--- src/rtl/core/wroc_pkg.sv ---
package wroc_pkg;

	localparam int DEPTH_DEF = 64;

	typedef enum logic [2:0] {
		REG_TIME_WINDOW    = 3'd0,
		REG_WINDOW_SAMPLES = 3'd1,
		REG_WINDOW_FRAMES  = 3'd2,
		REG_OUTPUT_UNIT    = 3'd3,
		REG_SAMPLE_RATE    = 3'd4
	} reg_idx_t;

	typedef enum logic [1:0] {
		UNIT_MS  = 2'd0,
		UNIT_SEC = 2'd1,
		UNIT_MIN = 2'd2,
		UNIT_HR  = 2'd3
	} unit_t;

	typedef enum logic [2:0] {
		W_IDLE,
		W_TRIM,
		W_READ,
		W_CHECK,
		W_EMIT
	} win_state_t;

	typedef enum logic [2:0] {
		R_IDLE,
		R_MUL,
		R_SCALE,
		R_DIV,
		R_DONE
	} rate_state_t;

	typedef struct packed {
		logic        time_window;
		logic [6:0]  window_samples;
		logic [31:0] window_frames;
		logic [1:0]  output_unit;
		logic [18:0] sample_rate;
	} cfg_t;

	typedef struct packed {
		logic signed [15:0] value;
		logic [31:0]        stamp;
	} item_t;

	typedef struct packed {
		logic signed [16:0] dx;
		logic [31:0]        span;
		logic [6:0]         held;
	} job_t;

	localparam logic [47:0] RATE_MAX_POS = 48'h7FFF_FFFF_FFFF;
	localparam logic [63:0] RATE_MAX_NEG = 64'h0000_8000_0000_0000;

	function automatic logic [11:0] unit_mul(input logic [1:0] unit);
		logic [11:0] m;
		unique case (unit)
			UNIT_MIN: m = 12'd60;
			UNIT_HR:  m = 12'd3600;
			default:  m = 12'd1;
		endcase
		return m;
	endfunction

	function automatic logic [9:0] unit_div(input logic [1:0] unit);
		logic [9:0] d;
		unique case (unit)
			UNIT_MS: d = 10'd1000;
			default: d = 10'd1;
		endcase
		return d;
	endfunction

endpackage

--- src/rtl/core/wroc_rate.sv ---
module wroc_rate (
	input  logic           clk,
	input  logic           arst_n,
	input  wroc_pkg::cfg_t cfg,
	input  logic           job_valid,
	output logic           job_ready,
	input  wroc_pkg::job_t job,
	output logic           out_valid,
	input  logic           out_ready,
	output logic [87:0]    out_data
);
	wroc_pkg::rate_state_t state_q, state_d;

	logic [15:0] mag_q;
	logic        neg_q;
	logic        zero_q;
	logic [31:0] span_q;
	logic [6:0]  held_q;
	logic [34:0] p1_q;
	logic [41:0] den_q;
	logic [63:0] dvd_q;
	logic [42:0] rem_q;
	logic [5:0]  cnt_q;
	logic        out_valid_q;
	logic [87:0] out_data_q;

	logic [16:0] dx_abs;
	logic [46:0] num;
	logic [42:0] trial;
	logic        take;
	logic [63:0] q;
	logic [63:0] q_neg;
	logic [47:0] rate;
	logic        load_out;

	assign dx_abs   = job.dx[16] ? 17'(-job.dx) : 17'(job.dx);
	assign num      = 47'(p1_q) * 47'(wroc_pkg::unit_mul(cfg.output_unit));
	assign trial    = {rem_q[41:0], dvd_q[63]};
	assign take     = trial >= {1'b0, den_q};
	assign q        = zero_q ? 64'd0 : dvd_q;
	assign q_neg    = (q > wroc_pkg::RATE_MAX_NEG) ? wroc_pkg::RATE_MAX_NEG : q;
	assign load_out = state_q == wroc_pkg::R_DONE && (!out_valid_q || out_ready);

	always_comb begin
		if (neg_q) begin
			rate = 48'd0 - q_neg[47:0];
		end else if (q > 64'(wroc_pkg::RATE_MAX_POS)) begin
			rate = wroc_pkg::RATE_MAX_POS;
		end else begin
			rate = q[47:0];
		end
	end

	always_comb begin
		state_d = state_q;
		unique case (state_q)
			wroc_pkg::R_IDLE:  if (job_valid) state_d = wroc_pkg::R_MUL;
			wroc_pkg::R_MUL:   state_d = wroc_pkg::R_SCALE;
			wroc_pkg::R_SCALE: state_d = wroc_pkg::R_DIV;
			wroc_pkg::R_DIV:   if (cnt_q == 6'd63) state_d = wroc_pkg::R_DONE;
			wroc_pkg::R_DONE:  if (load_out) state_d = wroc_pkg::R_IDLE;
			default: state_d = wroc_pkg::R_IDLE;
		endcase
	end

	always_comb begin
		job_ready = state_q == wroc_pkg::R_IDLE;
		out_valid = out_valid_q;
		out_data  = out_data_q;
	end

	always_ff @(posedge clk) begin
		unique case (state_q)
			wroc_pkg::R_IDLE: begin
				mag_q  <= dx_abs[15:0];
				neg_q  <= job.dx[16];
				zero_q <= job.span == 32'd0;
				span_q <= job.span;
				held_q <= job.held;
			end
			wroc_pkg::R_MUL: begin
				p1_q  <= 35'(mag_q) * 35'(cfg.sample_rate);
				den_q <= 42'(span_q) * 42'(wroc_pkg::unit_div(cfg.output_unit));
			end
			wroc_pkg::R_SCALE: begin
				dvd_q <= {1'b0, num, 16'd0} + 64'(den_q >> 1);
				rem_q <= '0;
				cnt_q <= '0;
			end
			wroc_pkg::R_DIV: begin
				rem_q <= take ? trial - {1'b0, den_q} : trial;
				dvd_q <= {dvd_q[62:0], take};
				cnt_q <= cnt_q + 6'd1;
			end
			default: ;
		endcase
		if (load_out) begin
			out_data_q <= {1'b0, span_q, held_q, rate};
		end
	end

	always_ff @(posedge clk or negedge arst_n) begin
		if (!arst_n) begin
			state_q     <= wroc_pkg::R_IDLE;
			out_valid_q <= 1'b0;
		end else begin
			state_q <= state_d;
			if (load_out) begin
				out_valid_q <= 1'b1;
			end else if (out_ready) begin
				out_valid_q <= 1'b0;
			end
		end
	end

`ifndef NO_ASSERTIONS
	a_div_exit: assert property (@(posedge clk) disable iff (!arst_n)
		state_q == wroc_pkg::R_DIV |=> state_q == wroc_pkg::R_DIV || state_q == wroc_pkg::R_DONE)
		else $error("divider left early");
	a_out_src: assert property (@(posedge clk) disable iff (!arst_n)
		$rose(out_valid_q) |-> $past(state_q) == wroc_pkg::R_DONE)
		else $error("result without finished division");
	a_rem_ok: assert property (@(posedge clk) disable iff (!arst_n)
		state_q == wroc_pkg::R_DONE |-> zero_q || rem_q < {1'b0, den_q})
		else $error("remainder not reduced");
`endif
endmodule
--- config.mk ---
export PLATFORM = sky130hd
export DESIGN_NAME = wroc_rate
export DESIGN_NICKNAME = d
export VERILOG_FILES = /design/src/rtl/core/wroc_pkg.sv /design/src/rtl/core/wroc_rate.sv
export SDC_FILE = /design/constraint.sdc
export NUM_CORES = 2
export LEC_CHECK = 0
export CELL_PAD_IN_SITES_DETAIL_PLACEMENT = 1
export CELL_PAD_IN_SITES_GLOBAL_PLACEMENT = 1
export CORE_ASPECT_RATIO = 1.1
export CORE_UTILIZATION = 57
export CTS_BUF_LIST = sky130_fd_sc_hd__clkbuf_2 sky130_fd_sc_hd__clkbuf_4 sky130_fd_sc_hd__clkbuf_8
export DETAILED_ROUTE_END_ITERATION = 10
export DONT_BUFFER_PORTS = 1
export HOLD_SLACK_MARGIN = 0.08
export PLACE_DENSITY = 0.93
export SLEW_MARGIN = 20
export SYNTH_ARGS = -nofsm -noshare
export SYNTH_HDL_FRONTEND = slang
export SYNTH_SLANG_ARGS = --single-unit
--- constraint.sdc ---
create_clock -name clk -period 13.9 [get_ports clk]
set_input_delay 2.78 -clock clk [delete_from_list [all_inputs] [get_ports clk]]
set_output_delay 2.78 -clock clk [all_outputs]
set_load 0.01 [all_outputs]
[Word-level counts from Yosys, hierarchy flattened]
Index checks and enable logic that the tools add are counted.
Word-level totals
  input port bits: 121
  word-level logic and storage cells: 61
  output and inout port bits: 90
  register bits after elaboration: 337
Operators by class
  multiply operators: 3
  reductions and logical operators: 9
  add/sub/neg operators: 5
  eq/ne operators: 10
  magnitude comparators: 3
  multiplexer cells: 18
Operators with widths (count)
  two-way mux 48 bit: 3
  case mux 64 bit (2 select lines): 1
  case mux 42 bit (2 select lines): 1
  adder 63 x 41 -> 64 bit: 1
  greater-than comparator 64 x 47 -> 1 bit (second input constant): 1
  greater-than comparator 64 x 48 -> 1 bit (second input constant): 1
  two-way mux 64 bit: 1
  subtractor 1 x 48 -> 48 bit (first input constant): 1
  multiplier 35 x 12 -> 47 bit: 1
  greater-or-equal comparator 43 x 42 -> 1 bit: 1
  multiplier 32 x 10 -> 42 bit: 1
  two-way mux 42 bit: 1
  subtractor 42 bit: 1
  multiplier 16 x 19 -> 35 bit: 1
  logical NOT 32 bit: 1
  case mux 12 bit (2 select lines): 1
  two-way mux 10 bit: 2
  two-way mux 16 bit: 1
  negator 16 bit: 1
  case mux 3 bit (5 select lines): 1
  case mux 6 bit (2 select lines): 1
  two-way mux 3 bit: 3
  adder 6 x 1 -> 6 bit (second input constant): 1
  equality test 3 x 2 -> 1 bit (second input constant): 2
  13 further kinds: 18

[Depth between registers and ports, before layout]
  depth in word-level cells: 5
  depth in mapped cells: 34

[Worst setup path before layout]
Ideal clock, no wire load.
  kind: input-to-reg
  from: in cfg[20] (netlist name)
  to: reg dvd_q[55], data pin
  setup slack: 4440 ps
  arrival: 9196 ps
  buffers on the path: 3
  stages on the path: 31
  setup time: 264 ps
  data required time: 13636 ps
  path through: clkbuf_1 clkbuf_1 nand2_1 clkbuf_1 nor2_1 ha_1 or2_2 ha_1 inv_1 fa_1 inv_1 fa_1 inv_1 fa_1 inv_1 ha_1 o21ai_0 nand2b_1 a41o_4 a31o_2 xor2_1 ha_1 o21a_1 o21ai_0 nor2_1 a211o_1 a21oi_1 nor2b_1 and4bb_1 xnor2_1 o21ai_1
On the way
  cells in the longest elaborated chain, start to end: 5
  elaborated cells on any way between the ends: 6
  those cells by class: add/sub: 1; mul: 1; eq/ne: 2; mux: 2
Ends and longest elaborated chain
  start, declared: line wroc_rate.sv:4  | input wroc_pkg::cfg_t cfg,
  equality test 2 bit: line wroc_pkg.sv:60  | unique case (unit)
  case mux 12 bit (2 select lines) (*): line wroc_pkg.sv:60
  multiplier 35 x 12 -> 47 bit (*): line wroc_rate.sv:37  | assign num = 47'(p1_q) * 47'(wroc_pkg::unit_mul(cfg.output_unit));
  adder 63 x 41 -> 64 bit (*): line wroc_rate.sv:86  | dvd_q <= {1'b0, num, 16'd0} + 64'(den_q >> 1);
  case mux 64 bit (2 select lines) (*): line wroc_rate.sv:73  | unique case (state_q)
  end signal, assigned: line wroc_rate.sv:86
  end signal, assigned: line wroc_rate.sv:92  | dvd_q <= {dvd_q[62:0], take};
  end, declared: line wroc_rate.sv:21  | logic [63:0] dvd_q;
Every way passes the cells marked *; elsewhere a longest branch is shown, timed or not.
A chain may end at the register's enable or synchronous reset.

[Worst setup path in the final report]
  from: in cfg[20] (netlist name)
  to: reg dvd_q[47], data pin
The elaborated chain is that of the path after synthesis.

==> results by group <==
Clock tree
  – Post-cts resize count: 0
  – Clk root buf: clkbuf_8
  – CTS Hold Buffers Added: 0
  – Post-CTS Setup Inserts: 0
  – Clock buffer depth: 3
  – Cts bufs inserted: 60
  – H-tree depth: 2
  – Num Clock Sinks: 337
  – CTS clk-pin slew, worst paths: 0.06 ns
  – Worst skew pair latency: slightly above 0.8 ns
  – CTS tree: yes

Power
  – Share of total power in sequential cells: roughly a fifth
  – Leak pwr: ~22 nW
  – Power density over the cells: ~160 nW/um^2
  – Net Sw Frac: approximately half
  – P_int: ~3.6 mW
  – Psw: approximately 3.7 mW
  – Max VDD drop: 0.155 mV
  – Clock power frac: 14.9%
  – Gate power share: 65.8%

Timing
  – Setup_tns: 0 ns
  – Max-slew violations: 4
  – WHS: 0.421 ns
  – RSZ-0062 raised after global routing: false
  – Min Tclk post-route: between 10 and 15 ns
  – Final Hold Viols: 0
  – Final setup viols: 0
  – Slew @ Worst Pin: approximately 2.3 ns
  – Skew final: just over 0.08 ns
  – Relative slew slack: -54.9%
  – Crit share post-route: a little under 80%
  – Peak Freq: around 93 MHz
  – Post-route setup slack: around 3.1 ns

Yosys
  – Seq/Total Area, Yosys: 22.8%
  – Synth Warn #: 0
  – Primary FF master, synth: edfxtp_1
  – Largest cells by area after synthesis: fa_1 25%, edfxtp_1 23%, ha_1 14%
  – Cells after Synth: roughly 4.6k
  – Yosys cell types: 90
  – Mean Syn Cell Area: between 9 and 10 sq um
  – Yosys reg bits: 337
  – Post-synth EDFFs: 333
  – Largest area contributor in the netlist: fa_1
  – Post-Synthesis Cell Area: between 40000 and 50000 sq um
  – Post-synth top area share: approximately a quarter
  – Share of synthesized registers carrying an async set or reset: ~1.2%

Worst setup path
  – Delay-heaviest family, CP: adder cells
  – Worst EP required: around 14 ns
  – Worst Setup End Kind: flop
  – CP max stage delay: 0.84 ns
  – Worst-path maximum fanout: a little over 80
  – CP bufs+invs: 4
  – CP startpoint kind: primary input
  – Critical path class: in -> reg
  – Critical path data arrival time: approximately 11 ns
  – Slowest-stage cell, CP: fa_1

Place
  – HPWL after DPL: between 100000 and 150000 um
  – Port bufs: 0
  – Placer Congestion: a little over 0.9
  – DP Worst Slack: about 3.1 ns

Floorplanning
  – Initial Util: between 50 and 60%
  – Die W: 268 um
  – Ports: roughly 210
  – Chip Height: around 290 um
  – Core Region: approximately 76000 sq um
  – Die area: 78700 sq um
  – Num rows: about 110

Routing
  – Iter 0 DRT Violations: 4912
  – Avg WL per Cell: about 32 um
  – Remaining DRCs: 0
  – ANT nets after route: 0
  – Post-Route WL: 181000 um
  – Via count: 39.6k
  – Via density: slightly above 7
  – Initial DRT Pass Iterations: 8

Outcome
  – Status: finished with violations
  – Violated checks: capacitance limit, slew limit

Global route
  – Initial antenna violation count: 14
  – Vias in the first global route: roughly 42k
  – Largest net degree at the start of global routing: slightly below 90
  – Congestion Overflow GR: 0
  – Gr usage total: between 40% and 50%
  – First-pass GRT wire length: around 250000 um

Finish
  – Ratio of cells with drive above 1 in the final layout: slightly above 4%
  – Layout net count: approximately 5.7k
  – Area grow syn2layout: 4.98%

Job
  – Max capacitance violation total: 1

Worst hold path
  – Tightest Hold Check Type: reg -> reg
kinds of logic after synthesis:
logic type                 count (synthesis)  synth area share [%]
xor gates and xnor gates                 230                  4.55
muxes                                     15                 0.348
AOI/OAI and AO/OA                        839                  12.0
and+or+nand+nor                         1322                  14.7
adders and majority gates               1037                  38.7
DFF                                      337                  22.8
other                                      1               0.00848
buffers and inverters                    811                  6.91
synthesized netlist by cell type, drive strengths merged, types with 6 or more instances:
cell type and count:
inv 643, fa 549, ha 488, nand2 474
edfxtp 333, a21oi 272, nor2 245, o21ai 213
and2 193, clkbuf 157, xnor2 144, a21o 106
nor2b 102, xor2 86, nand3 59, nor3 48
nor4 36, and3 33, nand4 32, nand2b 29
o21a 27, o31ai 26, a211oi 23, o211ai 21
a31oi 20, o21bai 20, or3 17, or2 15
a31o 12, mux2i 12, a211o 11, buf 11
a21boi 9, o41ai 9, or4 9, nor3b 8
o22ai 8, o311ai 7, a22oi 6, a41oi 6
and4 6
power groups by stage:
stage          combinational, mW  clock, mW  sequential (mW)
2_1_floorplan               3.01          0             1.40
6_report                    4.86       1.10             1.42
4_1_cts                     4.35       1.08             1.42
5_1_grt                     5.07       1.12             1.42
3_5_place_dp                4.04          0             1.43
3_3_place_gp                3.61          0             1.42
through the flow:
stage          utilization, %  area (sq um)  power (mW)  instances
3_3_place_gp             59.0         45000        5.03       5470
5_1_grt                  60.8         46400        7.62       5588
3_5_place_dp             59.0         45000        5.47       5470
4_1_cts                  60.7         46400        6.84       5583
6_report                 60.8         46400        7.38       5595
2_1_floorplan               -         44200        4.41       4595
per-layer routing:
layer  vias up  global-route usage [%]  share of wire (%)
met5         -                       0               0.11
met2      3645                    69.7                 45
met4        14                    31.6                 11
li1      15200                       -                  -
met1     19100                    46.1                 32
met3      1624                    10.8                 12
layout by cell type, fill, tap and decap left out, drive strengths merged, types with 9 or more instances in the layout:
cell type  netlist  layout
o41ai            9       9
fa             549     549
or2             15      15
and2           193     193
nand4           32      32
o211ai          21      21
clkbuf         157      80
xnor2          144     144
edfxtp         333     333
nand2b          29      29
ha             488     488
mux2i           12      12
o21bai          20      20
and3            33      33
buf             11      18
a21boi           9       9
or3             17      17
a211o           11      11
nor2b          102     102
o21ai          213     213
o21a            27      27
nand2          474     474
nor2           245     245
a21o           106     106
a31oi           20      20
or4              9       9
o31ai           26      26
a21oi          272     272
a31o            12      12
inv            643     646
nor4            36      36
nand3           59      59
nor3            48      48
diode            0      11
a211oi          23      23
xor2            86      86
clkinv           0      24
worst paths after layout:
check / from / to / slack (ns) / cells after the start
max: cfg[20] / dvd_q[47] / 3.09 / 28
max reg2reg: mag_q[8] / p1_q[34] / 4.42 / 21
min in group asynchronous: arst_n / state_q[0] / 1.72 / 0
max in group asynchronous: arst_n / out_valid / 12.11 / 0
min reg2reg: held_q[5] / out_data[53] / 0.42 / 0
min: held_q[5] / out_data[53] / 0.42 / 0
area by class of cell:
class / count / area [sq um]
diodes: 11 / 27.5
clock buffers: 80 / 1000
clock inverters: 33 / 324
fillers: 8461 / 30000
inverters: 643 / 2410
multi-input cells: 3447 / 31100
flip-flops and latches: 337 / 10100
well taps: 1026 / 1280
repair buffers: 18 / 148
sequential cells by signal, indices dropped and copies added (netlist names):
signal / flops
cnt_q: 6
den_q: 42
dvd_q: 64
held_q: 7
mag_q: 16
neg_q: 1
out_data: 87
out_valid: 1
p1_q: 35
rem_q: 42
span_q: 32
state_q: 3
zero_q: 1
Power figures use the tool's default switching activity.
