==> config.mk <==
export PLATFORM = sky130hd
export DESIGN_NAME = wroc_window
export DESIGN_NICKNAME = d
export VERILOG_FILES = /design/src/rtl/core/wroc_pkg.sv /design/src/rtl/core/wroc_window.sv
export SDC_FILE = /design/constraint.sdc
export NUM_CORES = 2
export LEC_CHECK = 0
export ABC_CLOCK_PERIOD_IN_PS = 8300
export BUFFER_PORTS_ARGS = -buffer_cell sky130_fd_sc_hd__clkbuf_2
export CAP_MARGIN = 20
export CORE_ASPECT_RATIO = 0.6
export CORE_MARGIN = 3
export CORE_UTILIZATION = 50
export CTS_CLUSTER_SIZE = 16
export DETAILED_ROUTE_END_ITERATION = 7
export PLACE_DENSITY = 0.66
export SLEW_MARGIN = 20
export SYNTH_ARGS = -nofsm -noshare
export SYNTH_HDL_FRONTEND = slang
export SYNTH_SLANG_ARGS = --single-unit
export TNS_END_PERCENT = 100
==> constraint.sdc <==
create_clock -name clk -period 8.3 [get_ports clk]
set_clock_uncertainty 0.2 [all_clocks]
set_input_delay 0.83 -clock clk [delete_from_list [all_inputs] [get_ports clk]]
set_output_delay 0.83 -clock clk [all_outputs]
set_load 0.01 [all_outputs]
==> src/rtl/core/wroc_pkg.sv <==
package wroc_pkg;

	localparam int DEPTH_DEF = 64;

	typedef enum logic [2:0] {
		REG_TIME_WINDOW    = 3'd0,
		REG_WINDOW_SAMPLES = 3'd1,
		REG_WINDOW_FRAMES  = 3'd2,
		REG_OUTPUT_UNIT    = 3'd3,
		REG_SAMPLE_RATE    = 3'd4
	} reg_idx_t;

	typedef enum logic [1:0] {
		UNIT_MS  = 2'd0,
		UNIT_SEC = 2'd1,
		UNIT_MIN = 2'd2,
		UNIT_HR  = 2'd3
	} unit_t;

	typedef enum logic [2:0] {
		W_IDLE,
		W_TRIM,
		W_READ,
		W_CHECK,
		W_EMIT
	} win_state_t;

	typedef enum logic [2:0] {
		R_IDLE,
		R_MUL,
		R_SCALE,
		R_DIV,
		R_DONE
	} rate_state_t;

	typedef struct packed {
		logic        time_window;
		logic [6:0]  window_samples;
		logic [31:0] window_frames;
		logic [1:0]  output_unit;
		logic [18:0] sample_rate;
	} cfg_t;

	typedef struct packed {
		logic signed [15:0] value;
		logic [31:0]        stamp;
	} item_t;

	typedef struct packed {
		logic signed [16:0] dx;
		logic [31:0]        span;
		logic [6:0]         held;
	} job_t;

	localparam logic [47:0] RATE_MAX_POS = 48'h7FFF_FFFF_FFFF;
	localparam logic [63:0] RATE_MAX_NEG = 64'h0000_8000_0000_0000;

	function automatic logic [11:0] unit_mul(input logic [1:0] unit);
		logic [11:0] m;
		unique case (unit)
			UNIT_MIN: m = 12'd60;
			UNIT_HR:  m = 12'd3600;
			default:  m = 12'd1;
		endcase
		return m;
	endfunction

	function automatic logic [9:0] unit_div(input logic [1:0] unit);
		logic [9:0] d;
		unique case (unit)
			UNIT_MS: d = 10'd1000;
			default: d = 10'd1;
		endcase
		return d;
	endfunction

endpackage

==> src/rtl/core/wroc_window.sv <==
module wroc_window #(
	parameter int DEPTH = wroc_pkg::DEPTH_DEF
) (
	input  logic            clk,
	input  logic            arst_n,
	input  wroc_pkg::cfg_t  cfg,
	input  logic            q_valid,
	input  wroc_pkg::item_t q_head,
	output logic            q_pop,
	output logic            job_valid,
	input  logic            job_ready,
	output wroc_pkg::job_t  job
);
	localparam int AW = (DEPTH > 1) ? $clog2(DEPTH) : 1;
	localparam int CW = $clog2(DEPTH + 1);
	localparam int KW = (CW > 7) ? CW : 7;

	wroc_pkg::win_state_t state_q, state_d;

	logic signed [15:0] mem_val_q  [DEPTH];
	logic [31:0]        mem_time_q [DEPTH];

	logic [AW-1:0]      oldest_q;
	logic [CW-1:0]      held_q;
	logic signed [15:0] cur_v_q;
	logic [31:0]        cur_t_q;
	logic signed [15:0] rd_v_q;
	logic [31:0]        rd_t_q;
	wroc_pkg::job_t     job_q;

	logic [AW:0]        slot_sum;
	logic [AW-1:0]      app_slot;
	logic [AW-1:0]      oldest_inc;
	logic [6:0]         cap;
	logic               full;
	logic               over_cap;
	logic [31:0]        span;
	logic               too_wide;

	logic               wr_en;
	logic [AW-1:0]      wr_addr;
	logic signed [15:0] wr_val;
	logic [31:0]        wr_time;

	assign slot_sum   = {1'b0, oldest_q} + (AW+1)'(held_q);
	assign app_slot   = (slot_sum >= (AW+1)'(DEPTH)) ? AW'(slot_sum - (AW+1)'(DEPTH))
	                                                 : AW'(slot_sum);
	assign oldest_inc = (oldest_q == AW'(DEPTH - 1)) ? '0 : oldest_q + AW'(1);
	assign cap        = (cfg.window_samples < 7'd2) ? 7'd2 : cfg.window_samples;
	assign full       = held_q == CW'(DEPTH);
	assign over_cap   = KW'(held_q) > KW'(cap);
	assign span       = cur_t_q - rd_t_q;
	assign too_wide   = cfg.time_window && (span > cfg.window_frames);

	always_comb begin
		state_d = state_q;
		unique case (state_q)
			wroc_pkg::W_IDLE:  if (q_valid) state_d = wroc_pkg::W_TRIM;
			wroc_pkg::W_TRIM: begin
				if (cfg.time_window || !over_cap) state_d = wroc_pkg::W_READ;
			end
			wroc_pkg::W_READ:  state_d = wroc_pkg::W_CHECK;
			wroc_pkg::W_CHECK: begin
				if (too_wide && held_q > CW'(2)) begin
					state_d = wroc_pkg::W_READ;
				end else begin
					state_d = wroc_pkg::W_EMIT;
				end
			end
			wroc_pkg::W_EMIT:  if (job_ready) state_d = wroc_pkg::W_IDLE;
			default: state_d = wroc_pkg::W_IDLE;
		endcase
	end

	always_comb begin
		q_pop     = 1'b0;
		job_valid = 1'b0;
		wr_en     = 1'b0;
		wr_addr   = app_slot;
		wr_val    = cur_v_q;
		wr_time   = cur_t_q;
		unique case (state_q)
			wroc_pkg::W_IDLE: begin
				q_pop   = q_valid;
				wr_en   = q_valid;
				wr_val  = q_head.value;
				wr_time = q_head.stamp;
			end
			wroc_pkg::W_TRIM: begin
				wr_en = cfg.time_window && held_q == CW'(1);
			end
			wroc_pkg::W_CHECK: begin
				wr_en   = too_wide && !(held_q > CW'(2));
				wr_addr = oldest_q;
				wr_time = cur_t_q - cfg.window_frames;
			end
			wroc_pkg::W_EMIT:  job_valid = 1'b1;
			default: ;
		endcase
	end

	always_ff @(posedge clk) begin
		if (wr_en) begin
			mem_val_q[wr_addr]  <= wr_val;
			mem_time_q[wr_addr] <= wr_time;
		end
		if (state_q == wroc_pkg::W_READ) begin
			rd_v_q <= mem_val_q[oldest_q];
			rd_t_q <= mem_time_q[oldest_q];
		end
		if (state_q == wroc_pkg::W_IDLE && q_valid) begin
			cur_v_q <= q_head.value;
			cur_t_q <= q_head.stamp;
		end
		if (state_q == wroc_pkg::W_CHECK) begin
			job_q.held <= 7'(held_q);
			if (too_wide) begin
				job_q.dx   <= '0;
				job_q.span <= cfg.window_frames;
			end else begin
				job_q.dx   <= 17'(cur_v_q) - 17'(rd_v_q);
				job_q.span <= span;
			end
		end
	end

	always_ff @(posedge clk or negedge arst_n) begin
		if (!arst_n) begin
			state_q  <= wroc_pkg::W_IDLE;
			oldest_q <= '0;
			held_q   <= '0;
		end else begin
			state_q <= state_d;
			unique case (state_q)
				wroc_pkg::W_IDLE: begin
					if (q_valid) begin
						if (full) begin
							oldest_q <= oldest_inc;
						end else begin
							held_q <= held_q + CW'(1);
						end
					end
				end
				wroc_pkg::W_TRIM: begin
					if (!cfg.time_window && over_cap) begin
						oldest_q <= oldest_inc;
						held_q   <= held_q - CW'(1);
					end else if (cfg.time_window && held_q == CW'(1)) begin
						held_q <= CW'(2);
					end
				end
				wroc_pkg::W_CHECK: begin
					if (too_wide && held_q > CW'(2)) begin
						oldest_q <= oldest_inc;
						held_q   <= held_q - CW'(1);
					end
				end
				default: ;
			endcase
		end
	end

	assign job = job_q;

`ifndef NO_ASSERTIONS
	a_held_bound: assert property (@(posedge clk) disable iff (!arst_n)
		held_q <= CW'(DEPTH)) else $error("held count above depth");
	a_emit_nonempty: assert property (@(posedge clk) disable iff (!arst_n)
		state_q == wroc_pkg::W_EMIT |-> held_q != '0) else $error("emit with empty ring");
	a_pop_one: assert property (@(posedge clk) disable iff (!arst_n)
		q_pop |=> state_q == wroc_pkg::W_TRIM) else $error("pop outside idle");
`endif
endmodule

After elaboration in Yosys (flattened, before gate mapping)
Memory sizes are Yosys's and may differ from the RTL's. A register that Yosys moved wholly into a read port is not among the register bits.
Cells that the tools add are included.

word-level totals
  bits in registers = 120
  memory bits (writable) = 3072
  output and inout bits = 58
  memories kept = 2

memory list
  name        words  width  rd ports  clocked after Yosys merged registers in  wr ports  line               source
  mem_time_q  64     32     1         1                                        1         wroc_window.sv:21  logic [31:0] mem_time_q [DEPTH];
  mem_val_q   64     16     1         1                                        1         wroc_window.sv:20  logic signed [15:0] mem_val_q [DEPTH];

operators by class
  add/subtract/negate cells = 8
  $lt $le $gt $ge = 5
  eq/ne operators = 15
  mux-type cells = 28
  reductions and logical operators = 15

operators with widths
  cell                 count
  $pmux 32 s2          1
  $sub 32x32->32       2
  $mux 6               7
  $mux 7               6
  $gt 32x32->1         1
  $mux 32              1
  $pmux 7 s3           1
  $pmux 6 s3           1
  $sub 16x16->17       1
  $mux 16              1
  $pmux 3 s5           1
  $ne 2x2->1 const B   7
  $mux 3               4
  $reduce_and 5->1     2
  $add 6x7->7          1
  $add 7x1->7 const B  1
  $eq 7x1->1 const B   1
  $eq 7x7->1 const B   1
  $ge 7x7->1 const B   1
  $gt 7x2->1 const B   1
  $gt 7x7->1           1
  $lt 7x2->1 const B   1
  $sub 7x1->7 const B  1
  $add 6x1->6 const B  1
  14 further kinds     25

Depth between registers and ports, before layout
  depth after elaboration = 7
  mapped depth = 23
  gate-level depth less buffers = 21

Least setup slack after synthesis
OpenSTA, ideal clock, no wires.

  path kind = register to register
  start = register cur_t_q[0]
  end = memory mem_time_q[23][0] (enable)
  library setup time = 0.513 ns
  arrival = 7.776 ns
  required time = 7.587 ns
  setup slack = -0.189 ns
  stages on the path, launching flop included = 23
  buffers on the path = 2
  period minus slack after synthesis = 8.489 ns
  path through = edfxtp_1 > inv_1 > ha_1 > inv_1 > fa_1 > a21o_1 > a21oi_1 > o21ai_1 > a311oi_2 > or3_2 > a31oi_1 > a221o_1 > xor2_1 > ha_1 > nand4_1 > or2_1 > o31a_1 > a21boi_0 > or2_1 > buf_2 > a32oi_2 > buf_2 > nor3_1

on the way
  cells in the longest elaborated chain, start to end = 7

ends and longest elaborated chain
  what                          line                source
  start: declaration            wroc_window.sv:26   logic [31:0] cur_t_q;
  start signal: assignment      wroc_window.sv:113  cur_t_q <= q_head.stamp;
  $sub 32x32->32                wroc_window.sv:52   assign span = cur_t_q - rd_t_q;
  $gt 32x32->1                  wroc_window.sv:53   assign too_wide = cfg.time_window && (span > cfg.window_frames);
  $logic_and 1x1->1             wroc_window.sv:53
  $logic_and 1x1->1             wroc_window.sv:93   wr_en = too_wide && !(held_q > CW'(2));
  $pmux 1 s3                    wroc_window.sv:82   unique case (state_q)
  $mux 1                        wroc_window.sv:103  if (wr_en) begin
  $mux 1 (not written as such)  wroc_window.sv:105  mem_time_q[wr_addr] <= wr_time;
  end: declaration              wroc_window.sv:21

Every way passes these cells.

Final worst setup path
  start = register cur_t_q[17]
  end = memory mem_time_q[24][21] (enable)

Same word-level chain as after synthesis.

==> metrics.txt <==
Final Hold Viols 0; initial antenna violation count 21; Period Utilization, post-route 91.14%; synth top area cells edfxtp_1, mux4_2, ha_1; crit end category flop; post-synth cell types 80; LEAKAGE 0.04589 µW; Worst-path clk slew 0.06 ns; DRC viols 0; delay-heaviest family, CP compound AO/OA/AOI/OAI gates; Post-synth EDFFs approximately 3200; critical path, cell by cell ha_1 > nand4_1 > nor2_1 > nand4_1 > o31ai_1 > o21ai_0 > o21ai_0 > xnor2_1 > ha_1 > nand4_1 > nor4_2 > a31oi_1 > a21boi_0 > or2_4 > a31oi_4 > buf_4 > nor3_2 > buf_4; Pwr Density 379.4 mW/mm²; I/O Buffers 149; post-route design area 0.1454 mm²; vias per cell 6.612; Worst setup SP type flop; Crit path buffers/inverters 2; DIE AREA about 0.26 mm²; syn nets 5912; drt wl/cell 35.72 µm; Worst EP required 8.55 ns; total track usage 26.48%; Routed Antenna Nets 0; FILL cells roughly 18000; Yosys top cell area share 75.10%; top cells by count, synth edfxtp_1, mux4_2, clkbuf_1, ha_1, inv_1; first-pass GRT wire length 488000 µm; unrepaired setup endpoints after global routing false; Post-synth top flop edfxtp_1; CTS tree built; Synth area leader edfxtp_1; postcts setup bufs 0; clk_lat worst skew 0.86 ns; 1st-iter DRT viols 9991; Slew HR 26.73%; Async SR Flop Fraction less than 1%; CORE AREA approximately 0.25 mm²; Setup WS post-layout 0.7356 ns; HPWL Detailed 200500 µm; Multi-input gate area 0.03073 mm²; Mapped Cells 5667; crit-path max cell delay a little over 0.8 ns; Area growth, synth to finish 12.79%; Final GP Congestion 0.9007; First-pass DRT Iterations 8; Layout Nets 6333; critical path class reg -> reg; register area share after synthesis 75.41%; die height 399.3 µm; register area just under 0.1 mm²; Worst Path Max Fanout 32; largest net degree at the start of global routing roughly 120; min-delay worst type in -> reg; initial core utilization between 50% and 60%; Final min period 7.564 ns; YS warnings 0; CTS root buf clkbuf_16; Most common cell on crit path nand4_1; gr ovfl total 0; max-slew violations 0; maximum VDD drop 0.3912 mV; CTS Buf Count 298; dpl cell area between 0.1 and 0.15 mm²; count leader, synth edfxtp_1; Post-Place Setup Slack between 1 and 1.5 ns; Syn Area/Cell 22.75 µm²; status complete, no violations; Slowest-stage cell, CP o31ai_1; post-synthesis register bit count 3240; final setup fails 0; num rows 143; number of H-tree levels 5; I/O Pins 171; final WL 347000 µm; ratio of cells with drive above 1 in the final layout 30.87%; Die Wd 661.5 µm; Mapped Area approximately 0.13 mm²; clock sink total 3240; vias in the first global route 62280; max-cap violations 0; routed via count roughly 64000; # resized after CTS 0; maximum clock frequency 132.2 MHz; worst path arrival time 7.81 ns; slew of the pin with the lowest slew margin roughly 1.1 ns; Longest Clk Path Bufs 4
[logic make-up (layout without fill, tap and decap cells)]
| group | after synthesis | in the layout | share of synthesized area (%) |
|---|---|---|---|
| AOI/OAI and AO/OA | 385 | 385 | 2.024 |
| xor gates and xnor gates | 62 | 62 | 0.4319 |
| adders and majority gates | 132 | 132 | 1.304 |
| buffers and inverters | 412 | 1045 | 1.319 |
| DFF | 3240 | 3240 | 75.41 |
| muxes | 1059 | 1059 | 18.05 |
| other | 0 | 7 | 0 |
| and+or+nand+nor | 377 | 377 | 1.460 |
[per-layer routing]
metal | global-route usage, % | vias to the layer above | routed length, µm
li1 | - | 25070 | -
met1 | 41.91 | 34640 | 144000
met2 | 37.84 | 4031 | 151000
met3 | 5.160 | 484 | 40930
met4 | 7.289 | 4 | 11030
met5 | 0 | - | 26
[layout make-up]
cell class / count / share of cell area [%]
inverter: 126 / 0.3261
clock buffer: 360 / 5.435
multi-input combinational: 2015 / 21.14
timing repair buffer: 407 / 2.358
antenna: 7 / 0.01205
clock inverter: 152 / 0.9242
sequential: 3240 / 66.88
tap: 3407 / 2.932
[repair_timing]
item | in CTS | in global routing
endpoints found under the setup margin | 0 | 0
hold buffers | 38 | 0
endpoints found under the hold margin | 53 | 0
[where the power goes]
part / internal, µW / leakage (µW) / switching (µW)
logic: 7180 / 0.0121 / 11900
clock network: 7470 / 0.00451 / 5920
registers: 22100 / 0.0293 / 564
[through the flow]
stage	cells	power, µW	util (%)	setup TNS [ns]	hold slack [ns]
finish	9714	55160	57.07	0	0.06812
global route	9708	57190	57.06	0	0.03866
CTS	9706	55430	57.04	0	0.02596
detailed placement	9156	42100	53.26	0	0.3721
global placement	9156	41710	53.26	0	0.3521
floorplan	5667	34990	-	-495.43	0.2487
[sequential cells by signal, summed over array words and instances (netlist names)]
register,flops
rd_t_q,32
held_q,7
mem_time_q,2048
mem_val_q,1024
cur_v_q,16
state_q,3
rd_v_q,16
cur_t_q,32
oldest_q,6
job,56
[worst paths after layout]
kind,from,end,slack (ns),depth (start not counted)
setup / recovery,cur_t_q[17],mem_time_q[24][21],0.74,18
hold / removal,q_head[31],cur_t_q[31],0.07,1
setup reg to reg,cur_t_q[17],mem_time_q[24][21],0.74,18
hold reg to reg,state_q[2],state_q[1],0.38,1
max in group asynchronous,arst_n,oldest_q[3],7.28,2
min in group asynchronous,arst_n,oldest_q[2],0.26,2
[cells in the final DEF, fill, tap and decap left out, types with 11 or more instances in the layout]
master / instances
a211oi_1: 11
a21o_1: 48
a21oi_1: 73
a22oi_1: 27
a31oi_1: 24
buf_12: 52
buf_4: 168
bufinv_16: 22
clkbuf_1: 52
clkbuf_16: 308
clkbuf_2: 149
clkinv_1: 64
clkinv_2: 41
dlygate4sd3_1: 38
edfxtp_1: 3224
ha_1: 128
inv_1: 125
mux2_2: 37
mux4_2: 1008
nand2_1: 61
nand2b_1: 11
nand3_1: 26
nand4_1: 17
nor2_1: 86
nor2b_1: 16
nor3_1: 23
nor3_2: 66
o21a_1: 16
o21ai_0: 51
o21ai_4: 26
xnor2_1: 34
xor2_1: 27
(Power assumes the default switching activity.)
