File: src/rtl/core/wroc_pkg.sv
package wroc_pkg;

	localparam int DEPTH_DEF = 64;

	typedef enum logic [2:0] {
		REG_TIME_WINDOW    = 3'd0,
		REG_WINDOW_SAMPLES = 3'd1,
		REG_WINDOW_FRAMES  = 3'd2,
		REG_OUTPUT_UNIT    = 3'd3,
		REG_SAMPLE_RATE    = 3'd4
	} reg_idx_t;

	typedef enum logic [1:0] {
		UNIT_MS  = 2'd0,
		UNIT_SEC = 2'd1,
		UNIT_MIN = 2'd2,
		UNIT_HR  = 2'd3
	} unit_t;

	typedef enum logic [2:0] {
		W_IDLE,
		W_TRIM,
		W_READ,
		W_CHECK,
		W_EMIT
	} win_state_t;

	typedef enum logic [2:0] {
		R_IDLE,
		R_MUL,
		R_SCALE,
		R_DIV,
		R_DONE
	} rate_state_t;

	typedef struct packed {
		logic        time_window;
		logic [6:0]  window_samples;
		logic [31:0] window_frames;
		logic [1:0]  output_unit;
		logic [18:0] sample_rate;
	} cfg_t;

	typedef struct packed {
		logic signed [15:0] value;
		logic [31:0]        stamp;
	} item_t;

	typedef struct packed {
		logic signed [16:0] dx;
		logic [31:0]        span;
		logic [6:0]         held;
	} job_t;

	localparam logic [47:0] RATE_MAX_POS = 48'h7FFF_FFFF_FFFF;
	localparam logic [63:0] RATE_MAX_NEG = 64'h0000_8000_0000_0000;

	function automatic logic [11:0] unit_mul(input logic [1:0] unit);
		logic [11:0] m;
		unique case (unit)
			UNIT_MIN: m = 12'd60;
			UNIT_HR:  m = 12'd3600;
			default:  m = 12'd1;
		endcase
		return m;
	endfunction

	function automatic logic [9:0] unit_div(input logic [1:0] unit);
		logic [9:0] d;
		unique case (unit)
			UNIT_MS: d = 10'd1000;
			default: d = 10'd1;
		endcase
		return d;
	endfunction

endpackage

File: src/rtl/core/wroc_front.sv
module wroc_front (
	input  logic                 clk,
	input  logic                 arst_n,
	input  logic                 in_valid,
	output logic                 in_ready,
	input  logic [31:0]          in_data,
	output logic                 push,
	output wroc_pkg::item_t      push_item,
	input  logic                 full
);
	logic [31:0] total_q;
	logic [31:0] total_next;

	assign in_ready   = !full;
	assign push       = in_valid && !full;
	assign total_next = total_q + {16'd0, in_data[31:16]};

	always_comb begin
		push_item.value = $signed(in_data[15:0]);
		push_item.stamp = total_next;
	end

	always_ff @(posedge clk or negedge arst_n) begin
		if (!arst_n) begin
			total_q <= '0;
		end else if (push) begin
			total_q <= total_next;
		end
	end
endmodule

File: config.mk
export PLATFORM = sky130hd
export DESIGN_NAME = wroc_front
export DESIGN_NICKNAME = d
export VERILOG_FILES = /design/src/rtl/core/wroc_pkg.sv /design/src/rtl/core/wroc_front.sv
export SDC_FILE = /design/constraint.sdc
export NUM_CORES = 1
export LEC_CHECK = 0
export BUFFER_PORTS_ARGS = -buffer_cell sky130_fd_sc_hd__buf_4
export CAP_MARGIN = 40
export CORE_MARGIN = 2
export CORE_UTILIZATION = 57
export DETAILED_ROUTE_END_ITERATION = 12
export PLACE_DENSITY = 0.95
export SLEW_MARGIN = 10
export SYNTH_ARGS = -nofsm -noshare
export SYNTH_HDL_FRONTEND = slang
export SYNTH_SLANG_ARGS = --single-unit
File: constraint.sdc
create_clock -name clk -period 5.5 [get_ports clk]
set_input_delay 0.275 -clock clk [delete_from_list [all_inputs] [get_ports clk]]
set_output_delay 0.275 -clock clk [all_outputs]
set_load 0.02 [all_outputs]
# Word level (Yosys, flattened, before mapping)
# Index checks and enable logic that the tools add are counted.
[classes]
add_sub_neg = 1
n_mul = 0
div = 0
magnitude_cmp = 0
n_eq_ne = 0
shift = 0
muxes = 0
bitwise = 0
n_reduce_logical = 2
[op_table]
columns = ["op", "count"]
rows = [
  ["adder 32 x 16 -> 32 bit", 1],
  ["logical AND 1 bit", 1],
  ["zero test 1 bit", 1],
]
[totals]
regBits = 32
latch_bits = 0
ramBits = 0
rom_bits = 0
input_bits = 36
word_cells = 4
n_memories = 0

# Longest topological paths before layout
# Gate-level depths: netlist of run 1.
[logic_depth]
word_depth = 2
mapped_depth = 9
ltp_nobuf = 8

# Worst setup path after synthesis of run 1
# OpenSTA, ideal clock, no wires.
[synth_path]
path_type = "flip-flop to output port"
from = "register total_q[0]"
to = "output push_item[28] in the netlist's numbering"
arrival_time_ns = 2.358
t_required_ns = 5.225
slack_ns = 2.867
path_stages_with_launch = 9
path_buffers = 0
cell_sequence = "dfrtp_1 > ha_1 > fa_1 > a21oi_1 > o21ai_1 > a221oi_2 > o311ai_4 > nor3b_2 > xor2_1"
[synth_rtl]
columns = ["item", "line", "source"]
rows = [
  ["start: declaration", "wroc_front.sv:11", "logic [31:0] total_q;"],
  ["start signal: assignment", "wroc_front.sv:27", "total_q <= total_next;"],
  ["end: declaration", "wroc_front.sv:8", "output wroc_pkg::item_t push_item,"],
]

==> qor.csv, run 1 <==
metric,value,unit
status,finished clean,
Pre-Repair DR Iteration Count,4,
Yosys top cell by area,dfrtp_1,
Top reg by flops,total_q,
unrepaired setup endpoints after global routing,no,
DRT Wirelength,6830,um
"Req. time, crit path",5220,ps
"commonest non-fill, non-tap cells in the layout","54 x buf_4, 46 x nand2_1, 32 x dfrtp_1",
critical path arrival,2820,ps
global-route wire length before repair,11240,um
Largest regs,total_q: 32 flops,
Synth Area in XOR/XNOR,0.1317,
main combinational cell family by area after synthesis,compound AO/OA/AOI/OAI gates,
fraction of layout cells with a size suffix above 1,0.2356,
Max VDD drop,0.4838,mV
ant diodes,0,
remaining antenna violation count,0,
post-route minimum period,3097,ps
Compound-Gate Fraction of Synth Area,0.2021,
routed length per placed instance,15.81,um
DR iter-0 viols,176,
Synth Flop Type,dfrtp_1,
top cell type's share of synthesized area,0.2800,
# clock sinks,32,
CTS tree,built,
routed vias/inst,5.938,
Die H,74.84,um
CTS Buf Count,5,
post-synthesis async set-or-reset flop share,1.000,
"Seq/Total Area, Yosys",0.2800,
FF-to-FF path depth,8,
Port Buffers,53,
Worst Setup Start Kind,flop,
via count,2565,
maximum number of pins on one net before global-route repair,33,
grt met3 use,0.05221,
max_slew headroom,0.5589,
antenna violations before repair,0,
Root Driver,clkbuf_8,
Netlist cell types,53,
Syn Nets,386,
max-slew violations,0,
pwr dens,602.5,nW/um2
Total Die Area,5600,um2
mux contribution to synthesized area,0.02756,
GRT overflow,0,
Syn Inst Count,333,
crit path max fanout,9,
Yosys reg bits,32,
setup TNS,0,ps
Layout Skew,9.044,ps
I/O pin total,86,
dpl hpwl,5217,um
met1 usage,0.3387,
GRT Total Usage,0.2604,
insertion delay to the later sink of the worst-skew pair,290,ps
# rows,25,
area grow syn2layout,14.52,%
grt met2 use,0.4386,
max reg flops,32,
simple-gate share of the synthesized area,0.1990,
number of global-route vias before repair,2399,
final net count,417,
die width,74.84,um
LEAKAGE,1.496,nW
Core ar.,4786,um2
main area contributors after synthesis,"dfrtp_1 28%, xnor2_1 8.6%, ha_1 7.0%",
Starting Density,0.5976,
Worst-path clk slew,70,ps
"Setup Fix Bufs, Post-CTS",0,
Worst setup EP type,primary output,
CTS resizes,0,
Tcrit/Tclk final,0.5631,
Bufs on Longest Clock Path,2,
Hold Fails Final Rpt,0,
Syn. warnings,0,
DRC viols,0,
CP Class,flop to primary output,
global route hottest layer,met2,
GPL Wtd Cong,0.8947,
Synth Area in Adders,0.07699,
final setup vio count,0,
"most common cell after layout, fill and taps aside",buf_4,
"EDFF count, synth",0,
worst slew pin tran,658.8,ps
syn_area_per_cell,8.589,um2
Post-Syn Area,2860,um2
Post-Route Hold Slack,339.6,ps
HP Class,primary input to flop,
hold-critical path depth,4,
H-tree levels,2,
maxcap violations,0,
fmax,0.3229,GHz
[metrics by stage]
step	instances	cell area (um2)	setup WS (ps)	utilization	total power [W]
final	432	3276	2403	0.6844	0.001974
after global routing	432	3276	2223	0.6844	0.002104
after CTS	432	3276	2402	0.6844	0.001965
after detailed placement	423	3154	2693	0.6591	0.001727
after global placement	423	3154	2748	0.6591	0.001689
after floorplan	333	2860	2867	-	0.001351
[area by class of cell]
type / instances / area, um2
Multi-Input combinational cell: 259 / 1823
Fill cell: 375 / 1510
Sequential cell: 32 / 800.8
Timing Repair Buffer: 55 / 415.4
Tap cell: 67 / 83.83
Clock buffer: 5 / 68.82
Clock inverter: 3 / 42.54
Inverter: 11 / 41.29
[cells in the mapped netlist (4+ instances only)]
| cell type | number |
|---|---|
| a21oi_1 | 18 |
| and3_1 | 4 |
| buf_2 | 8 |
| buf_4 | 18 |
| clkbuf_1 | 4 |
| dfrtp_1 | 32 |
| ha_1 | 16 |
| inv_1 | 10 |
| mux2_2 | 7 |
| nand2_1 | 46 |
| nand3_1 | 13 |
| nand4_1 | 11 |
| nor2_1 | 23 |
| nor3_1 | 10 |
| o211ai_1 | 6 |
| o21ai_0 | 7 |
| o21ai_1 | 5 |
| xnor2_1 | 28 |
| xor2_1 | 15 |
[path summary, 6_finish.rpt]
kind	slack, ps	from	end
worst min register to register	490	total_q[2]	total_q[2]
min in group asynchronous	470	arst_n	total_q[7]
max in group asynchronous	4730	arst_n	total_q[18]
worst max register to register	2920	total_q[0]	total_q[12]
worst min-delay path	340	in_data[16]	total_q[0]
worst max-delay path	2400	total_q[0]	push_item[28]
[power by group]
| part | switching, W | total (W) | leakage (nW) | internal, W |
|---|---|---|---|---|
| logic | 0.000818 | 0.00137 | 1.04 | 0.000549 |
| clock network | 0.0000983 | 0.000232 | 0.0541 | 0.000134 |
| registers | 0.0000667 | 0.000374 | 0.402 | 0.000307 |
| total | 0.000983 | 0.00197 | 1.50 | 0.000990 |
[worst max-delay path, stage by stage (launching register included)]
cell      delay [ps]
dfrtp_1          380
ha_1             220
fa_1             400
a21oi_1          260
o21ai_1          130
a221oi_2         410
o311ai_4         200
nor3b_2          220
xor2_1           140
buf_4            160
[what timing repair did]
| item | 4_1_cts | 5_1_grt |
|---|---|---|
| endpoints found under the setup margin | 0 | 0 |
| hold buffers | 1 | 0 |
| endpoints found under the hold margin | 32 | 0 |
[cells by family after synthesis]
logic type	count (synthesis)
mux	7
xor+xnor	43
simple gates	120
flops	32
compound gates	72
buf+inv	42
fa+ha+maj	17
[layer usage]
metal	wire [um]	vias up
met5	0	-
met4	116	0
met3	558	15
met2	3371	120
met1	2783	1208
li1	-	1222
Power figures use the tool's default switching activity.
==> run 2: changes to the inputs <==
--- a/config.mk
+++ b/config.mk
@@ -8,9 +8,9 @@
 export BUFFER_PORTS_ARGS = -buffer_cell sky130_fd_sc_hd__buf_4
 export CAP_MARGIN = 40
 export CORE_MARGIN = 2
-export CORE_UTILIZATION = 57
+export CORE_UTILIZATION = 53
 export DETAILED_ROUTE_END_ITERATION = 12
-export PLACE_DENSITY = 0.95
+export PLACE_DENSITY = 0.93
 export SLEW_MARGIN = 10
 export SYNTH_ARGS = -nofsm -noshare
 export SYNTH_HDL_FRONTEND = slang
==> constraint.sdc (replaced) <==
create_clock -name clk -period 2.9 [get_ports clk]
set_input_delay 0.145 -clock clk [delete_from_list [all_inputs] [get_ports clk]]
set_output_delay 0.145 -clock clk [all_outputs]
set_load 0.02 [all_outputs]
==> run 2 against run 1 <==
  * Clock skew down 5.5 ps
  * Register-to-register slack worse by 2400 ps
  * Power up 94%
  * Core utilization down 4.2 points
  * Sequential share of layout area down 0.36 points
  * Die area up 7.1%
  * Wire length up 2.2%
  * Combinational power up 96%
  * First-iteration DRC count up 18%
  * Largest cell class unchanged
==> qor.csv, run 2 (synthesized netlist as in run 1, its figures left out) <==
metric,value,unit,change
GRT Total Usage,0.2294,,was 0.2604
Worst Setup Start Kind,flop,,unchanged
P_int,0.001935,W,was 0.0009903 W
final net count,420,,was 417
Hold Fails Final Rpt,0,,unchanged
crit path from,total_q[0],,unchanged
reg2reg end,total_q[12],,unchanged
"Req. time, crit path",2760,ps,was 5220 ps
post-layout util,0.6427,,was 0.6844
number of fill cells in the layout,426,,was 375
Worst setup EP type,primary output,,unchanged
Worst-path clk slew,70,ps,about the same
LEAKAGE,1.509,nW,was 1.496 nW
sequential cell area,800.8,um2,unchanged
dpl hpwl,5129,um,was 5217 um
CP Class,flop to primary output,,unchanged
Max VDD drop,0.8330,mV,was 0.4838 mV
Top reg by flops,total_q,,unchanged
maximum number of pins on one net before global-route repair,33,,unchanged
ant diodes,0,,unchanged
H-tree levels,2,,unchanged
fraction of layout cells with a size suffix above 1,0.2527,,was 0.2356
Largest regs,total_q: 32 flops,,unchanged
Die H,77.46,um,was 74.84 um
die width,77.46,um,was 74.84 um
final instance area,3324,um2,was 3276 um2
critical path arrival,2710,ps,was 2820 ps
worst slew pin tran,620.0,ps,was 658.8 ps
Core ar.,5172,um2,was 4786 um2
maxcap violations,0,,unchanged
Bufs on Longest Clock Path,2,,unchanged
Net Switching,0.001899,W,was 0.0009833 W
grt met2 use,0.4009,,was 0.4386
global route hottest layer,met2,,unchanged
FF-to-FF setup slack,490,ps,was 2920 ps
CTS tree,built,,unchanged
Port Buffers,53,,unchanged
part of the power in registers,0.187,,was 0.190
placed cell area,3166,um2,was 3154 um2
DR iter-0 viols,207,,was 176
Layout Skew,3.536,ps,was 9.044 ps
CTS Buf Count,5,,unchanged
insertion delay to the later sink of the worst-skew pair,280,ps,was 290 ps
combinational share of power,0.700,,was 0.693
Pre-Repair DR Iteration Count,5,,was 4
max reg flops,32,,unchanged
via count,2640,,was 2565
number of global-route vias before repair,2487,,was 2399
Total Die Area,6000,um2,was 5600 um2
GRT overflow,0,,unchanged
Clock power frac,0.113,,was 0.118
# rows,26,,was 25
routed vias/inst,6.027,,was 5.938
DRC viols,0,,unchanged
GPL Wtd Cong,0.9140,,was 0.8947
"most common cell after layout, fill and taps aside",buf_4,,unchanged
routed length per placed instance,15.93,um,was 15.81 um
area of the multi-input gates,1842,um2,was 1823 um2
crit path max fanout,9,,unchanged
unrepaired setup endpoints after global routing,yes,,was no
Starting Density,0.5530,,was 0.5976
antenna violations before repair,0,,unchanged
post-route minimum period,2857,ps,
area grow syn2layout,16.23,%,was 14.52%
"commonest non-fill, non-tap cells in the layout","56 x buf_4, 46 x nand2_1, 32 x dfrtp_1",,"was 54 x buf_4, 46 x nand2_1, 32 x dfrtp_1"
fmax,0.3500,GHz,
Worst Hold End,total_q[0],,unchanged
HP Class,primary input to flop,,unchanged
max_slew headroom,0.5856,,was 0.5589
global-route wire length before repair,11390,um,was 11240 um
grt met3 use,0.03140,,was 0.05221
# clock sinks,32,,unchanged
switching share of power,0.4954,,was 0.4982
Tcrit/Tclk final,0.9852,,
pwr dens,1153,nW/um2,was 602.5 nW/um2
Critical R2R Launch,total_q[0],,unchanged
final setup vio count,0,,unchanged
DRT Wirelength,6979,um,was 6830 um
remaining antenna violation count,0,,unchanged
critical hold path startpoint,in_data[16],,unchanged
FF-to-FF path depth,9,,was 8
status,finished clean,,unchanged
I/O pin total,86,,unchanged
Root Driver,clkbuf_8,,unchanged
max-slew violations,0,,unchanged
met1 usage,0.3033,,was 0.3387
hold-critical path depth,4,,unchanged
## run 2: power groups by stage
stage / clock network (W) / logic [W] / registers (W)
after CTS: 0.000436 / 0.00261 / 0.000710
after floorplan: 0 / 0.00191 / 0.000654
after global routing: 0.000455 / 0.00289 / 0.000733
after global placement: 0 / 0.00252 / 0.000706
after detailed placement: 0 / 0.00257 / 0.000718
final: 0.000434 / 0.00268 / 0.000716
## run 2: per-layer routing
layer | vias to the layer above | wire length, um
met4 | 0 | 81
li1 | 1224 | -
met3 | 13 | 472
met1 | 1287 | 3077
met2 | 116 | 3347
met5 | - | 0
## run 2: final cells by class
cell class | instances | area share
Timing Repair Buffer | 58 | 0.1329
Sequential cell | 32 | 0.2409
Clock buffer | 5 | 0.02070
Clock inverter | 3 | 0.01280
Inverter | 11 | 0.01242
Tap cell | 70 | 0.02635
Multi-Input combinational cell | 259 | 0.5540
## run 2: worst max-delay path, stage by stage, from the launching register on
cell	delay (ps)
dfrtp_1	390
ha_2	200
fa_2	430
a21oi_4	160
o21ai_1	110
a221oi_2	270
buf_4	170
o311ai_4	80
buf_6	170
nor3b_2	160
xor2_1	140
buf_4	160
## run 2: how the worst max path moves through the flow
stage	to	cells after the start
2_1_floorplan	push_item[28]	8
3_3_place_gp	push_item[28]	9
3_5_place_dp	push_item[28]	9
4_1_cts	push_item[28]	10
5_1_grt	push_item[28]	11
6_report	push_item[28]	11
## run 2: repair_timing
| item | CTS | global route |
|---|---|---|
| setup buffers | 1 | 1 |
| hold buffers | 1 | 0 |
| hold endpoints to repair | 32 | 0 |
| pin swaps | 1 | 3 |
| resized for setup | 1 | 5 |
| setup endpoints to repair | 3 | 9 |
## run 2: metrics by stage
| stage | setup TNS (ps) | cells | hold WS (ps) | total power, W | setup WS [ps] |
|---|---|---|---|---|---|
| after floorplan | 0 | 333 | -150.6 | 0.002563 | 396.8 |
| after global routing | -60.39 | 438 | 274.4 | 0.004078 | -36.58 |
| after CTS | 0 | 437 | 229.6 | 0.003758 | 39.69 |
| after detailed placement | 0 | 427 | 110.8 | 0.003291 | 238.2 |
| final | 0 | 438 | 235.3 | 0.003834 | 43.06 |
| after global placement | 0 | 427 | 108.2 | 0.003228 | 309.2 |
